**src/bbqm_pkg.sv**
```systemverilog
// package: item types, register indexes and constants of the byte budget queue monitor
package bbqm_pkg;

  localparam int DEF_QUEUE_DEPTH = 64;
  localparam int CFG_W = 40;
  localparam int CFG_IDX_W = 2;
  localparam int COST_W = 34;
  localparam int TOTAL_W = 41;
  localparam int PAYLOAD_W = 32;
  localparam logic [COST_W-1:0] PACKET_OVERHEAD = COST_W'(256);

  typedef enum logic [1:0] {
    REQ_POST   = 2'd0,
    REQ_TAKE   = 2'd1,
    REQ_STOP   = 2'd2,
    REQ_FINISH = 2'd3
  } req_t;

  localparam logic [CFG_IDX_W-1:0] CFG_BYTE_LIMIT = CFG_IDX_W'(0);
  localparam logic [CFG_IDX_W-1:0] CFG_HIGH_MARK  = CFG_IDX_W'(1);
  localparam logic [CFG_IDX_W-1:0] CFG_LOW_MARK   = CFG_IDX_W'(2);

  typedef struct packed {
    logic [1:0]           req_type;
    logic                 is_data;
    logic [PAYLOAD_W-1:0] value_bytes;
    logic [PAYLOAD_W-1:0] domain_bytes;
    logic                 drop_queued;
  } in_item_t;

  typedef struct packed {
    logic               accepted;
    logic               overflowed;
    logic               queue_high;
    logic               state_changed;
    logic               took_entry;
    logic [COST_W-1:0]  took_bytes;
    logic               writer_done;
    logic [TOTAL_W-1:0] queued_total;
    logic               is_finished;
  } out_item_t;

endpackage

```
**src/byte_budget_queue_monitor_top.sv**
```systemverilog
// top level: byte budget queue monitor with admission, watermarks and finish handling
// a result passes through the s1 register and then the registered result output
// throughput: one transaction per cycle, set by the state update loop, unless stalled
// the head cost is prefetched from the fifo memory so a take need not wait for it
// reset: synchronous active low, clears flags, counters, pointers and config regs
// payload registers and fifo contents are not cleared; only written entries are used
module byte_budget_queue_monitor_top #(
  parameter int QUEUE_DEPTH = bbqm_pkg::DEF_QUEUE_DEPTH
) (
  input  logic                             clk,
  input  logic                             rst_n,
  input  logic                             in_valid,
  output logic                             in_stall,
  input  bbqm_pkg::in_item_t               in_item,
  output logic                             out_valid,
  input  logic                             out_stall,
  output bbqm_pkg::out_item_t              out_item,
  input  logic                             cfg_we,
  input  logic [bbqm_pkg::CFG_IDX_W-1:0]   cfg_index,
  input  logic [bbqm_pkg::CFG_W-1:0]       cfg_wdata
);
  import bbqm_pkg::*;

  localparam int PW = (QUEUE_DEPTH > 1) ? $clog2(QUEUE_DEPTH) : 1;
  localparam int CW = $clog2(QUEUE_DEPTH + 1);

  logic [CFG_W-1:0]   limit_r, high_mark_r, low_mark_r;

  logic               s1_valid_r, s1_valid_nxt;
  req_t               s1_req_r;
  logic [COST_W-1:0]  s1_cost_r;
  logic               s1_drop_r;
  logic [COST_W-1:0]  in_cost;

  logic [CW-1:0]      count_r, count_nxt;
  logic [PW-1:0]      head_r, head_nxt;
  logic [PW-1:0]      tail_r, tail_nxt;
  logic [TOTAL_W-1:0] total_r, total_nxt;
  logic               ovf_r, ovf_nxt;
  logic               high_r, high_nxt;
  logic               stop_r, stop_nxt;
  logic               fin_r, fin_nxt;

  logic               out_valid_r;
  out_item_t          out_r, out_nxt;

  logic               out_load, fire;
  logic               wr_en;
  logic [COST_W-1:0]  head_cost;
  logic [TOTAL_W:0]   sum;
  logic               refuse;
  logic [TOTAL_W-1:0] took_ext;
  logic [TOTAL_W-1:0] drained;

  assign out_load  = !out_valid_r || !out_stall;
  assign fire      = s1_valid_r && out_load;
  assign in_stall  = s1_valid_r && !out_load;
  assign out_valid = out_valid_r;
  assign out_item  = out_r;

  assign in_cost = PACKET_OVERHEAD + (in_item.is_data ?
                   (COST_W'(in_item.value_bytes) + COST_W'(in_item.domain_bytes)) : '0);

  always_comb begin
    s1_valid_nxt = s1_valid_r;
    if (in_valid && !in_stall) begin
      s1_valid_nxt = 1'b1;
    end else if (fire) begin
      s1_valid_nxt = 1'b0;
    end
  end

  // admission and bookkeeping
  assign sum      = {1'b0, total_r} + (TOTAL_W + 1)'(s1_cost_r);
  assign refuse   = ((limit_r != '0) && (count_r != '0) && (sum > (TOTAL_W + 1)'(limit_r)))
                    || (count_r == CW'(QUEUE_DEPTH)) || sum[TOTAL_W];
  assign took_ext = TOTAL_W'(head_cost);
  assign drained  = (total_r >= took_ext) ? (total_r - took_ext) : '0;

  always_comb begin
    count_nxt = count_r;
    head_nxt  = head_r;
    tail_nxt  = tail_r;
    total_nxt = total_r;
    ovf_nxt   = ovf_r;
    high_nxt  = high_r;
    stop_nxt  = stop_r;
    fin_nxt   = fin_r;
    wr_en     = 1'b0;
    out_nxt   = '0;
    if (fire) begin
      case (s1_req_r)
        REQ_POST: begin
          if (!fin_r && !stop_r && !ovf_r) begin
            if (refuse) begin
              ovf_nxt = 1'b1;
              out_nxt.state_changed = 1'b1;
            end else begin
              wr_en     = 1'b1;
              tail_nxt  = (tail_r == PW'(QUEUE_DEPTH - 1)) ? '0 : tail_r + 1'b1;
              count_nxt = count_r + 1'b1;
              total_nxt = sum[TOTAL_W-1:0];
              out_nxt.accepted = 1'b1;
              if ((limit_r != '0) && !high_r &&
                  (sum[TOTAL_W-1:0] >= TOTAL_W'(high_mark_r))) begin
                high_nxt = 1'b1;
                out_nxt.state_changed = 1'b1;
              end
            end
          end
        end
        REQ_TAKE: begin
          if (count_r != '0) begin
            head_nxt  = (head_r == PW'(QUEUE_DEPTH - 1)) ? '0 : head_r + 1'b1;
            count_nxt = count_r - 1'b1;
            total_nxt = drained;
            out_nxt.took_entry = 1'b1;
            out_nxt.took_bytes = head_cost;
            if (high_r && (drained <= TOTAL_W'(low_mark_r))) begin
              high_nxt = 1'b0;
              out_nxt.state_changed = 1'b1;
            end
          end else if (stop_r || ovf_r) begin
            out_nxt.writer_done = 1'b1;
            if (ovf_r && !fin_r) begin
              fin_nxt = 1'b1;
              out_nxt.state_changed = 1'b1;
            end
          end
        end
        REQ_STOP: begin
          stop_nxt = 1'b1;
        end
        REQ_FINISH: begin
          if (!fin_r) begin
            fin_nxt = 1'b1;
            out_nxt.state_changed = 1'b1;
            if (s1_drop_r) begin
              count_nxt = '0;
              head_nxt  = '0;
              tail_nxt  = '0;
              total_nxt = '0;
              high_nxt  = 1'b0;
            end
          end
        end
        default: begin
          stop_nxt = stop_r;
        end
      endcase
    end
    out_nxt.overflowed   = ovf_nxt;
    out_nxt.queue_high   = high_nxt;
    out_nxt.queued_total = total_nxt;
    out_nxt.is_finished  = fin_nxt;
  end

  bbqm_cost_fifo #(
    .DEPTH(QUEUE_DEPTH)
  ) u_fifo (
    .clk     (clk),
    .wr_en   (wr_en),
    .wr_addr (tail_r),
    .wr_data (s1_cost_r),
    .rd_addr (head_nxt),
    .rd_data (head_cost)
  );

  always_ff @(posedge clk) begin
    if (!rst_n) begin
      limit_r     <= '0;
      high_mark_r <= '0;
      low_mark_r  <= '0;
      s1_valid_r  <= 1'b0;
      count_r     <= '0;
      head_r      <= '0;
      tail_r      <= '0;
      total_r     <= '0;
      ovf_r       <= 1'b0;
      high_r      <= 1'b0;
      stop_r      <= 1'b0;
      fin_r       <= 1'b0;
      out_valid_r <= 1'b0;
    end else begin
      if (cfg_we) begin
        case (cfg_index)
          CFG_BYTE_LIMIT: limit_r     <= cfg_wdata;
          CFG_HIGH_MARK:  high_mark_r <= cfg_wdata;
          CFG_LOW_MARK:   low_mark_r  <= cfg_wdata;
          default:        limit_r     <= limit_r;
        endcase
      end
      s1_valid_r <= s1_valid_nxt;
      count_r    <= count_nxt;
      head_r     <= head_nxt;
      tail_r     <= tail_nxt;
      total_r    <= total_nxt;
      ovf_r      <= ovf_nxt;
      high_r     <= high_nxt;
      stop_r     <= stop_nxt;
      fin_r      <= fin_nxt;
      if (out_load) begin
        out_valid_r <= s1_valid_r;
      end
    end
  end

  // payload registers
  always_ff @(posedge clk) begin
    if (in_valid && !in_stall) begin
      s1_req_r  <= req_t'(in_item.req_type);
      s1_cost_r <= in_cost;
      s1_drop_r <= in_item.drop_queued;
    end
    if (fire) begin
      out_r <= out_nxt;
    end
  end

endmodule

```
**src/bbqm_cost_fifo.sv**
```systemverilog
// cost fifo storage with registered read of the head entry and write bypass
module bbqm_cost_fifo #(
  parameter int DEPTH = bbqm_pkg::DEF_QUEUE_DEPTH
) (
  input  logic                                  clk,
  input  logic                                  wr_en,
  input  logic [((DEPTH > 1) ? $clog2(DEPTH) : 1)-1:0] wr_addr,
  input  logic [bbqm_pkg::COST_W-1:0]           wr_data,
  input  logic [((DEPTH > 1) ? $clog2(DEPTH) : 1)-1:0] rd_addr,
  output logic [bbqm_pkg::COST_W-1:0]           rd_data
);
  import bbqm_pkg::*;

  logic [COST_W-1:0] mem_r [DEPTH];
  logic [COST_W-1:0] rd_data_r;

  always_ff @(posedge clk) begin
    if (wr_en) begin
      mem_r[wr_addr] <= wr_data;
    end
    if (wr_en && (wr_addr == rd_addr)) begin
      rd_data_r <= wr_data;
    end else begin
      rd_data_r <= mem_r[rd_addr];
    end
  end

  assign rd_data = rd_data_r;

endmodule

```
**config.mk**
```make
export PLATFORM = sky130hd
export DESIGN_NAME = byte_budget_queue_monitor_top
export DESIGN_NICKNAME = d
export VERILOG_FILES = /design/src/bbqm_pkg.sv /design/src/byte_budget_queue_monitor_top.sv /design/src/bbqm_cost_fifo.sv
export SDC_FILE = /design/constraint.sdc
export NUM_CORES = 2
export LEC_CHECK = 0
export BUFFER_PORTS_ARGS = -buffer_cell sky130_fd_sc_hd__buf_4
export CAP_MARGIN = 0
export CORE_MARGIN = 2
export CORE_UTILIZATION = 35
export CTS_CLUSTER_DIAMETER = 100
export DETAILED_ROUTE_END_ITERATION = 10
export GPL_TIMING_DRIVEN = 1
export PLACE_DENSITY_LB_ADDON = 0.3
export SYNTH_ARGS = -nofsm -noshare
export SYNTH_HDL_FRONTEND = slang
export SYNTH_HIERARCHICAL = 1
export SYNTH_SLANG_ARGS = --single-unit
```
**constraint.sdc**
```tcl
create_clock -name clk -period 15.36 [get_ports clk]
set_input_delay 3.072 -clock clk [delete_from_list [all_inputs] [get_ports clk]]
set_output_delay 3.072 -clock clk [all_outputs]
set_load 0.005 [all_outputs]
```
# Word level (Yosys, flattened, before mapping)
# Memories as Yosys holds them, arrays and structs flattened. A register that Yosys moved wholly into a read port is not among the register bits.
# Cells that the tools add are included.
totals:
  ff_bits: 305
  ram_bits: 2176
  inputBits: 115
  mem_count: 1
classes:
  add_sub_neg: 8
  magnitude_cmp: 4
  eq_ne: 13
  n_mux: 64
  bitwise_logic: 1
  n_reduce_logical: 38
mem_list:
  columns: ["name", "words", "width", "read_ports", "rd_clocked_by_memory_dff", "write_ports", "line_no", "text"]
  rows:
  - ["u_fifo.mem_r", 64, 34, 1, 1, 1, "bbqm_cost_fifo.sv:14", "logic [COST_W-1:0] mem_r [DEPTH];"]
ops:
  columns: ["op", "count"]
  rows:
  - ["41-bit 2-to-1 mux", 7]
  - ["41-bit one-hot mux with 3 select lines", 1]
  - ["6-bit 2-to-1 mux", 10]
  - ["41-bit by 34-bit adder with 42-bit output", 1]
  - ["42-bit by 40-bit > comparator with 1-bit output", 1]
  - ["41-bit by 34-bit greater-or-equal comparator with 1-bit output", 1]
  - ["41-bit by 40-bit greater-or-equal comparator with 1-bit output", 1]
  - ["41-bit by 40-bit less-or-equal comparator with 1-bit output", 1]
  - ["41-bit by 34-bit subtractor with 41-bit output", 1]
  - ["40-bit nonzero test", 1]
  - ["35-bit 2-to-1 mux", 1]
  - ["7-bit 2-to-1 mux", 5]
  - ["9-bit by 33-bit adder with 34-bit output, first input constant", 1]
  - ["32-bit by 32-bit adder with 33-bit output", 1]
  - ["1-bit 2-to-1 mux", 33]
  - ["33-bit 2-to-1 mux", 1]
  - ["6-bit one-hot mux with 2 select lines", 2]
  - ["7-bit one-hot mux with 3 select lines", 1]
  - ["6-bit by 1-bit adder with 6-bit output, second input constant", 2]
  - ["6-bit equality test, second input constant", 2]
  - ["1-bit logical AND", 11]
  - ["2-bit != test, second input constant", 5]
  - ["2-bit AND reduction", 5]
  - ["1-bit zero test", 8]
  - ["other kinds (16)", 25]

# Logic depth before layout (Yosys ltp)
logic_depth:
  depth_word: 11
  ltp_mapped: 33

# Modules after synthesis
# The synthesis kept the hierarchy.
modules_own_cells:
  columns: ["module", "n_inst", "cells_each", "area_per_inst_um2"]
  rows:
  - ["bbqm_cost_fifo", 1, 3715, 83226.1]
  - ["byte_budget_queue_monitor_top", 1, 2707, 21933.5]

# Least setup slack after synthesis
# Ideal clock, no wire load.
synth_timing:
  path_type: "input port to flip-flop"
  startpoint: "input out_stall"
  endpoint: "memory u_fifo.mem_r[32][0] (enable)"
  setup_ns: 0.467
  arrival_time_ns: 11.184
  required_time_ns: 14.893
  path_slack_ns: 3.709
  stages: 7
  n_path_buf: 1
  path_cell_list: "a21boi_1 nor2b_1 nand2_1 nor2_1 clkbuf_1 nand4b_1 nor3_1"
synth_between:
  elab_chain_cells: 6
synth_lines:
  columns: ["element", "line_no", "text"]
  rows:
  - ["start: declaration", "byte_budget_queue_monitor_top.sv:16", "input logic out_stall,"]
  - ["1-bit zero test", "byte_budget_queue_monitor_top.sv:55", "assign out_load = !out_valid_r || !out_stall;"]
  - ["1-bit logical OR", "byte_budget_queue_monitor_top.sv:55", null]
  - ["1-bit logical AND", "byte_budget_queue_monitor_top.sv:56", "assign fire = s1_valid_r && out_load;"]
  - ["1-bit 2-to-1 mux", "byte_budget_queue_monitor_top.sv:91", "if (fire) begin"]
  - ["via wr_en", "byte_budget_queue_monitor_top.sv:48", "logic wr_en;"]
  - ["1-bit 2-to-1 mux", "bbqm_cost_fifo.sv:18", "if (wr_en) begin"]
  - ["1-bit 2-to-1 mux (implied by the code)", "bbqm_cost_fifo.sv:19", "mem_r[wr_addr] <= wr_data;"]
  - ["end: declaration", "bbqm_cost_fifo.sv:14", null]
# The timed path passes the listed nets, and every way through them passes these cells.

==> run summary <==
The CTS clock-pin slew for the worst setup and hold paths was 60 ps; the worst slack at placement was 4960 ps. Buffers inserted to repair hold after CTS numbered 0. The predominant post-synthesis flop cell is edfxtp_1. Routability-driven placement finished with a final weighted congestion of 0.956. Dividing total power by cell area gives a power density of 122 mW/mm². The count of cells in the finished layout, fillers not included, comes to 10900. The share of the core filled with cells in the final layout is 0.403, and the total routed wirelength is 324000 µm. On the critical path the largest part of the delay comes from compound AO/OA/AOI/OAI gates.

The critical path start-end classification is flip-flop to flip-flop. The total area inside the core boundary comes to 0.299 mm². Row generation in the floorplan step produced 201 rows.

The number of nets handed over by synthesis was 6769. The final worst slack was 4630 ps; the share of Yosys cell area claimed by the top area cell type was 0.655. The number of enable-type register cells in the synthesized netlist was 2295; the H-tree level count was 5.

The logs give 14.8 mW for the post-layout total power and 0 for the final number of setup-violating endpoints. Highest-delay cell along the critical path: nand2b_1. The ratio of cells with drive above 1 in the final layout was 0.201; the number of buffers and inverters on the critical path was 4. The layout-stage area growth over the synthesis result was 14.7%. The average instance area after synthesis came out at 16.4 µm².

The cell sitting at the root of the clock tree is a clkbuf_16. The worst clock skew was 89.8 ps; the time the final worst path needs with I/O delays and setup was 10730 ps. The achievable clock frequency came out at 93.2 MHz. After detailed routing, the number of vias per cell comes to 5.69. The first global-routing pass estimated 457000 µm of wire.

The initial standard-cell utilization of the core is 0.351. The total number of nets in the final design is 7118, and the endpoint arrival time on the critical path is 11500 ps. Final number of max-transition violations: 0. The cell area that synthesis handed to floorplanning was 0.105 mm². The delay of the slowest cell on the worst path is 1120 ps, and the number of DRC markers after the initial detailed-route iteration is 7957. The number of CTS-inserted buffers was 283; the reported max-cap violation count was 0.

Share of synthesized flip-flops with an asynchronous set or reset: 0. Summing all multi-input logic gate instances after layout gives 0.0305 mm². The total of warnings raised by yosys is 6, and the number of antenna violations at the first check in global routing is 34.

The clock reaches the later pin of the worst-skew pair after 940 ps. Setup repair after global routing left no endpoint under its margin. The clock net in this run drives a total of 2487 sinks. For this design the top-level I/O count stands at 199. The most common cell in the synthesized netlist is edfxtp_1. The count of buffers added on input and output ports is 198.

For this run, the detailed router's first-pass iteration total came to 6. The die span in x is 552 µm, and the headroom to the max-slew limit is 0.0870. Dividing the detail-routed wire length by the instance count gives 29.7 µm. For this run, design rule violations remaining after detail routing come to 0.

The run gives 95 as the pin count of the biggest net entering global routing. Yosys attributes the largest share of cell area to edfxtp_1 66%, mux4_2 10%, dfxtp_1 3.7%, ha_1 2.7%, nand2_1 1.9%. The maximum fanout along the worst path is 92, and the routed via count is 62200.

The min-delay analysis places its worst path in the category flip-flop to flip-flop. The cell total after placement is 10400. The maximum clock path buffer count is 4, and the number of instances in the synthesized netlist is 6422. Synthesis inferred 2487 register bits. The floorplan step defined a die boundary enclosing 0.305 mm². Via count of the first global-routing pass: 60500. TritonCTS built the clock tree. The highest ir drop seen on vdd is 0.132 mV, and the hold violation count in the final report is 0. After clock tree synthesis, the setup repair step added 0 buffers. Detailed placement finished with a half-perimeter wire length of 202000 µm. Share of the cycle needed by the critical path after routing: 0.698.

The worst setup path is captured at a flip-flop. The summed negative setup slack over all endpoints came out at 0 ps. Once the clock tree was built, the resizer swapped 0 gates to a different size. For the setup slack on the worst flop-to-flop path, the log shows 4630 ps. Cell type with the highest aggregate area in the netlist: edfxtp_1.

The run gives 0.692 as the sequential fraction of the synthesis area. STA classifies the critical path startpoint as a flip-flop. Sorting the synthesized cells by how often they occur yields 2295 x edfxtp_1, 522 x nand2_1, 472 x mux4_2. The die is 552 µm tall. The sequential cells in the finished layout cover a total of 0.0728 mm². The slew at the pin closest to its max-slew limit was 1370 ps; the fill cell instance count of the final layout was 27000. The global-route congestion overflow total was 0.

The overall track demand over capacity in global routing was 0.208. Data on the critical path is required at its endpoint by 16140 ps. The number of different library cells used by synthesis comes to 91. Once detail routing completed, the nets flagged for antenna violations numbered 0. In this run the static leakage power is 38.5 nW. The run finished with clean final reports.
==> per-layer routing <==
layer	part of all wire	GRT usage	up-vias
li1	-	-	26300
met1	0.41	0.289	32400
met2	0.46	0.331	3085
met3	0.095	0.0421	473
met4	0.028	0.0563	6
met5	0.00012	0	-
==> cell type report <==
class | instances | area share
inverter | 208 | 0.00649
antenna | 11 | 0.000228
clock buffer | 354 | 0.0626
tap | 3958 | 0.0411
sequential | 2487 | 0.603
timing repair buffer | 397 | 0.0254
multi-input combinational | 3394 | 0.253
clock inverter | 124 | 0.00762
==> cell families (layout without fill, tap and decap cells) <==
kind of cell / count (synthesis) / after routing / synth area share
mux: 703 / 703 / 0.124
fa+ha+maj: 232 / 232 / 0.0279
simple gates: 1292 / 1292 / 0.0570
other cells: 0 / 11 / 0
buf+inv: 541 / 1083 / 0.0229
xor+xnor: 116 / 116 / 0.00966
flops: 2487 / 2487 / 0.692
compound gates: 1051 / 1051 / 0.0669
==> worst reg2reg max path: stages, from the launching register on <==
cell and delay (ps):
dfxtp_4 820, buf_12 540, nand2b_1 1260, o22ai_1 600, o22ai_1 780, and3_1 510, inv_1 140, ha_1 360
a21oi_1 270, o21ai_0 130, a21oi_1 160, o21ai_1 190, a311oi_1 880, o21a_1 290, buf_4 370, or2_2 230
inv_1 50, ha_1 300, nand4_1 160, nor4_1 740, nand2_1 150, or4_1 570, o211ai_1 110, a22oi_1 110
a211o_1 350, a221o_1 350, and2_1 160
==> cell usage in the layout, fill, tap and decap left out, types with 29 or more instances in the layout <==
cell	n
mux2i_1	173
nor2_4	64
o221ai_1	65
nand4_1	99
a21o_1	65
a221o_1	32
buf_4	390
a31oi_1	29
a22oi_1	76
nor2b_1	38
mux4_2	472
clkbuf_16	292
o21ai_0	123
nor2_1	204
a211oi_1	42
and2_1	32
clkbuf_1	61
xor2_1	47
o21a_1	32
a21oi_1	305
o22ai_1	90
clkinv_1	60
clkinv_2	38
o211ai_1	34
ha_1	228
inv_1	204
mux2_2	58
nor3_1	44
nand2_1	521
nand3_1	129
dfxtp_1	187
edfxtp_1	2295
xnor2_1	69
and3_1	32
==> path summary, 6_finish.rpt <==
check                              startpoint  cells after the start                          end
setup / recovery                    flip-flop                     26            high_r$_SDFF_PN0_
hold / removal    high_mark_r[4]$_SDFFE_PN0P_                      2  high_mark_r[4]$_SDFFE_PN0P_
setup reg to reg                    flip-flop                     26            high_r$_SDFF_PN0_
hold reg to reg   high_mark_r[4]$_SDFFE_PN0P_                      2  high_mark_r[4]$_SDFFE_PN0P_
==> per-stage QoR <==
stage	hold WS [ps]	cell area, µm²
finish	457	121000
global route	463	121000
CTS	458	121000
detailed placement	449	112000
global placement	444	112000
floorplan	436	105000
==> registers in the layout (all words and copies together), names as in the netlist, 2 cells and up, named ones only <==
signal,count
low_mark_r,40
total_r,41
tail_r,6
s1_cost_r,34
limit_r,40
head_r,6
u_fifo/mem_r,2176
high_mark_r,40
out_item,82
count_r,7
s1_req_r,2
==> power breakdown <==
group | switching [mW] | total, mW | internal [mW]
Sequential | 0.0365 | 7.56 | 7.52
Combinational | 0.646 | 0.926 | 0.279
Clock | 2.61 | 6.28 | 3.66
No activity file was read; power rests on OpenSTA's default activity.
